### config.mk
export PLATFORM = sky130hd
export DESIGN_NAME = scsf_relbuf
export DESIGN_NICKNAME = d
export VERILOG_FILES = /design/src/rtl/scsf_pkg.sv /design/src/rtl/scsf_relbuf.sv
export SDC_FILE = /design/constraint.sdc
export NUM_CORES = 1
export LEC_CHECK = 0
export ABC_AREA = 1
export CORE_MARGIN = 10
export CORE_UTILIZATION = 30
export DETAILED_ROUTE_END_ITERATION = 8
export DONT_BUFFER_PORTS = 1
export SLEW_MARGIN = 20
export SYNTH_ARGS = -nofsm -noshare
export SYNTH_HDL_FRONTEND = slang
export SYNTH_SLANG_ARGS = --single-unit
export TNS_END_PERCENT = 20
### constraint.sdc
create_clock -name clk -period 2.6 [get_ports clk]
set_input_delay 0.13 -clock clk [delete_from_list [all_inputs] [get_ports clk]]
set_output_delay 0.13 -clock clk [all_outputs]
set_load 0.01 [all_outputs]
### src/rtl/scsf_pkg.sv
// ============================================================================
// scsf_pkg
// Shared types and constants of the saturating count singleton filter.
// ============================================================================
`timescale 1ns / 1ps

package scsf_pkg;

    localparam int LOG2_BINS_DEFAULT  = 16;
    localparam int MAX_IDEALS_DEFAULT = 16;

    localparam int COUNT_W = 8;
    localparam int TALLY_W = 17;
    localparam int CFG_W   = 5;
    localparam int BIN_W   = 16;
    localparam int OP_W    = 2;

    localparam logic [COUNT_W-1:0] SAT_MAX   = 8'hFF;
    localparam logic [TALLY_W-1:0] TALLY_MAX = 17'h1FFFF;
    localparam logic [CFG_W-1:0]   LOG2_BINS_IN_USE_RESET = 5'd16;

    typedef enum logic [OP_W-1:0] {
        OP_CLEAR  = 2'd0,
        OP_COUNT  = 2'd1,
        OP_CHECK  = 2'd2,
        OP_CENSUS = 2'd3
    } op_t;

    // Commands from the sequencer to the relation buffer.
    typedef struct packed {
        logic push;
        logic mark_singleton;
        logic restart;
    } rb_ctrl_t;

    // Flags the relation buffer keeps for the relation in progress.
    typedef struct packed {
        logic singleton_seen;
        logic overflow_seen;
    } rb_status_t;

endpackage

### src/rtl/scsf_relbuf.sv
// ============================================================================
// scsf_relbuf
// Bin buffer of one relation with fill count and singleton/overflow flags.
// ============================================================================
`timescale 1ns / 1ps

module scsf_relbuf #(
    parameter int MAX_IDEALS = scsf_pkg::MAX_IDEALS_DEFAULT,
    parameter int DATA_W     = scsf_pkg::LOG2_BINS_DEFAULT,
    localparam int IDX_W     = $clog2(MAX_IDEALS),
    localparam int FILL_W    = $clog2(MAX_IDEALS + 1)
) (
    input  logic                 clk,
    input  logic                 rst_n,
    input  scsf_pkg::rb_ctrl_t   ctrl,
    input  logic [DATA_W-1:0]    push_data,
    input  logic [IDX_W-1:0]     rd_idx,
    output logic [DATA_W-1:0]    rd_data,
    output logic [FILL_W-1:0]    fill,
    output scsf_pkg::rb_status_t status
);

    logic [DATA_W-1:0]    mem [MAX_IDEALS];
    logic [FILL_W-1:0]    fill_reg;
    logic [FILL_W-1:0]    fill_next;
    scsf_pkg::rb_status_t status_reg;
    scsf_pkg::rb_status_t status_next;
    logic                 has_room;

    assign has_room = fill_reg < FILL_W'(MAX_IDEALS);

    always_comb
    begin
        fill_next   = fill_reg;
        status_next = status_reg;
        if (ctrl.restart)
        begin
            fill_next   = '0;
            status_next = '0;
        end
        else
        begin
            if (ctrl.push)
            begin
                if (has_room)
                begin
                    fill_next = fill_reg + FILL_W'(1);
                end
                else
                begin
                    status_next.overflow_seen = 1'b1;
                end
            end
            if (ctrl.mark_singleton)
            begin
                status_next.singleton_seen = 1'b1;
            end
        end
    end

    always_ff @(posedge clk or negedge rst_n)
    begin
        if (!rst_n)
        begin
            fill_reg   <= '0;
            status_reg <= '0;
        end
        else
        begin
            fill_reg   <= fill_next;
            status_reg <= status_next;
        end
    end

    // Bin storage: written at the fill point, read back through a register.
    always_ff @(posedge clk)
    begin
        if (ctrl.push && has_room && !ctrl.restart)
        begin
            mem[fill_reg[IDX_W-1:0]] <= push_data;
        end
        rd_data <= mem[rd_idx];
    end

    assign fill   = fill_reg;
    assign status = status_reg;

endmodule

---- After elaboration in Yosys (flattened, before gate mapping) ----
Memory sizes are Yosys's and may differ from the RTL's. A register that Yosys moved wholly into a read port is not among the register bits.
Index checks and enable logic that the tools add are counted.
word-level totals
  register bits ........................... 7
  memories ................................ 1
  bits in writable memories ............... 256
  logic and storage cells ................. 24
  bits of input ports ..................... 25
memory list
  name  depth  width  read ports  clocked after Yosys merged registers in  write ports  RTL line           text
  mem   16     16     1           1                                        1            scsf_relbuf.sv:23  logic [DATA_W-1:0] mem [MAX_IDEALS];
cells by class
  eq/ne operators ......................... 1
  multiplexer cells ....................... 9
  order comparisons ....................... 1
  add/sub/neg operators ................... 1
  reduce and logical (&&, ||, !) cells .... 8
operators with widths
  kind                                          number
  2-to-1 mux 5 bit                              3
  nonzero test 2 bit                            3
  adder 5 x 1 -> 5 bit, second input constant   1
  < comparator 5 bit, second input constant     1
  2-to-1 mux 1 bit                              5
  AND reduction 2 bit                           2
  logical AND 1 bit                             2
  2-to-1 mux 2 bit                              1
  inequality test 2 bit, second input constant  1
  logical NOT 1 bit                             1

---- Logic depth before layout (Yosys ltp) ----
  depth after elaboration ................. 5
  gate-level depth with buffers ........... 9
  gate-level depth less buffers ........... 7

---- Worst setup path after synthesis ----
No wires, ideal clock.
  path type ............................... register to register
  start ................................... register fill_reg[4] (netlist: fill[4])
  end ..................................... memory mem[11][0] (netlist name) (enable)
  library setup time ...................... 0.388 ns
  setup slack ............................. 0.648 ns
  data required time ...................... 2.212 ns
  data arrival time ....................... 1.564 ns
  path buffers ............................ 0
  period minus slack after synthesis ...... 1.952 ns
  stages on the path, launching flop included .. 6
  path through ............................ dfrtp_1 > inv_1 > nand3_1 > inv_1 > nand2_1 > nor2_1
on the way
  cells in the longest elaborated chain, start to end .. 5
ends and longest elaborated chain
  what                                    RTL line           text
  start, declared                         scsf_relbuf.sv:24  logic [FILL_W-1:0] fill_reg;
  start signal, assigned                  scsf_relbuf.sv:70  fill_reg <= fill_next;
  < comparator 5 bit                      scsf_relbuf.sv:30  assign has_room = fill_reg < FILL_W'(MAX_IDEALS);
  logical AND 1 bit (2 in series)         scsf_relbuf.sv:78  if (ctrl.push && has_room && !ctrl.restart)
  2-to-1 mux 1 bit                        scsf_relbuf.sv:78
  2-to-1 mux 1 bit (not written as such)  scsf_relbuf.sv:80  mem[fill_reg[IDX_W-1:0]] <= push_data;
  end, declared                           scsf_relbuf.sv:23
No other way between the ends.

==> flow_summary.toml <==
[logic_synthesis]
synthTopCellsByArea = "edfxtp_1 65%, nand2_1 11%, nand3_1 8.4%, inv_1 6.4%, dfxtp_1 2.7%"
synthesis.area_um2 = 11700
synth_nets = 1138
synth_most_common_cell = "nand2_1"
synth_common_cells = "350 x nand2_1, 256 x edfxtp_1, 201 x inv_1"
synth-async-reset-ratio_pct = 2.51
synth_cell_types = 17
yosysWarnings = 0
synth_edf_count = 256
synthCells = 1109
syn_avg_cell_area_um2 = 10.6
synth_top_area_share_pct = 65.5
yosys.area.top_type = "edfxtp_1"
seq_area_frac_synth_pct = 69.7
dominantRegCellSynth = "edfxtp_1"
ys_ff_latch = 279

[cts]
worstSkewPairLatency_ps = 560
path_clk_slew_ps = 60
postCtsSetupBuffers = 0
clockBufferDepth = 3
cts_sinks = 279
cts_buffers = 29
cts_tree = "done"
cts_root_buffer = "clkbuf_16"
cts_resized = 0
cts.htree.levels = 1

[place]
io_buffer_count = 0
gp_congestion = 0.808
hpwl_um = 18200

[grt]
grt_pass1_vias = 7422
grt-ovfl-total = 0
grt_pass1_wl_um = 45800
antenna_found_initial = 7
grt_max_degree = 104
grt_use_total_pct = 12.8

[sta]
slew_viol_final = 0
setup_viol = 0
finalHoldViolCount = 0
worstMarginPinSlew_ps = 1030
rsz0062_at_grt = "false"
min_period_ps = 2340
relSlewSlack_pct = 31.1
period_share_pct = 90.0
setup_tns_ps = 0
clock-skew-final_ps = 27.0
fmax_mhz = 427

[critical_path]
cp_slowest_cell = "dlygate4sd3_1"
timing.rr.end = "rd_data[11]$_DFF_P_"
cpPeakStageDelay_ps = 1150
crit_path_start_kind = "primary input"
rr_worst_depth = 8
crit_path_frequent_cell = "dlygate4sd3_1"
critical-path-top-delay-family = "buffers and inverters"
cp.arrival_ps = 2770
r2r_slack_ps = 520
crit_buf_inv = 3
endpoint_kind = "register"
crit_path_cell_trace = "dlygate4sd3_1 > nand3_1 > dlygate4sd3_1 > nand3_1 > dlygate4sd3_1 > nand2_1"
critPathMaxFanout = 20
r2r-start = "mem[14][11]$_DFFE_PP_"
setup.worst_path.start = "rd_idx[2]"
required_ps = 3030
critPathKind = "primary input to register"

[pwr]
p_per_area_nw_per_um2 = 722
comb_power_share_pct = 5.3
p_seq_share_pct = 50.9
p_int_w = 0.00773
ir_worst_vdd_v = 0.000490
p_switching_w = 0.00210
swShare_pct = 21.4
power.share.clock_pct = 43.8
leakage_nw = 5.66

[hold_path]
worst_hold_path.endpoint = "rd_data[6]$_DFF_P_"
hp-start = "rd_idx[1]"
hold_class = "primary input to register"
hold_depth = 4

[floorplanning]
die-area_um2 = 47400
rows = 72
start_util_pct = 30.4
die_h_um = 218
fp.dieW_um = 218
core_area_um2 = 38600
ios = 48

[finish]
layout-drive-gt1-share_pct = 7.38
post-route-util_pct = 35.2
area_growth_pct = 16.0
largest_register_ffs = 256
nNetsFinal = 1172

[drt]
drtIter0Drc = 607
first_pass_iters = 5
via_per_inst = 4.52
ant_nets = 0
drc_errors = 0
routed_wl_um = 30800
num_vias = 7630
wl_per_cell_um = 18.3

[outcome]
status = "completed"

[flow_run]
drv_cap = 0
power by group through the flow:
stage	sequential (W)	combinational, W	clock, W
after global routing	0.00501	0.000571	0.00455
final	0.00500	0.000522	0.00431
after detailed placement	0.00510	0.000356	0
after CTS	0.00501	0.000526	0.00438
after global placement	0.00510	0.000351	0
after floorplan	0.00508	0.000308	0
how the worst max path moves through the flow:
stage                                end  cells past startpoint
CTS                   rd_data[0]$_DFF_P_                      9
detailed placement   mem[3][8]$_DFFE_PP_                      6
finish                rd_data[3]$_DFF_P_                      6
global route          rd_data[3]$_DFF_P_                      6
floorplan           mem[11][0]$_DFFE_PP_                      5
global placement     mem[3][3]$_DFFE_PP_                      6
worst reg2reg max path, delay by kind of cell, from the launching register on:
family | cells | cell delay (ps)
buf+inv | 3 | 1180
simple gates | 5 | 410
flops | 1 | 370
routing by layer:
metal  track usage, %  share of wire (%)
met1             15.2                 39
met2             21.9                 50
met3             2.91                7.1
met4             5.16                3.7
met5                0              0.068
layout make-up:
cell class | instances | area, um^2
fillers | 3761 | 25000
flip-flops and latches | 279 | 8180
well taps | 518 | 648
repair buffers | 54 | 533
diodes | 4 | 10.0
clock inverters | 14 | 196
multi-input cells | 576 | 2490
inverters | 203 | 763
clock buffers | 39 | 793
stage by stage:
stage	instance area, um^2	hold WS [ps]	total power (W)	setup WS, ps	instances
6_report	13600	4.09	0.00984	259	1687
3_5_place_dp	12300	-165	0.00546	774	1597
2_1_floorplan	11700	-166	0.00539	648	1109
5_1_grt	13600	20.7	0.0101	186	1685
3_3_place_gp	12300	-165	0.00546	768	1597
4_1_cts	13600	3.11	0.00991	124	1684
logic make-up (layout without fill, tap and decap cells):
family                   Yosys count  after routing  share of synthesized area, %
buffers and inverters            254            310                          9.41
adder cells (fa/ha/maj)            4              4                         0.426
AO/OA/AOI/OAI                      8              8                         0.352
other                              0              4                             0
AND/OR/NAND/NOR                  564            564                          20.1
flip-flops                       279            279                          69.7
what timing repair did:
action | in CTS | in global routing
hold endpoints to repair | 286 | 0
setup endpoints to repair | 0 | 1
hold buffers | 34 | 0
layout by cell type, fill, tap and decap left out:
master,instances
clkbuf_1,7
dfrtp_1,7
bufinv_16,5
a21oi_1,2
diode_2,4
clkinv_2,8
dfxtp_1,16
edfxtp_1,256
dlygate4sd3_1,31
nor2_2,16
inv_2,1
nor2_1,2
clkinvlp_4,1
clkinv_1,1
o21ai_0,5
inv_1,201
ha_1,4
nand3_1,196
clkbuf_8,3
o22ai_1,1
buf_4,19
buf_12,4
nand2_1,350
clkbuf_16,29
No activity file was read; power rests on OpenSTA's default activity.
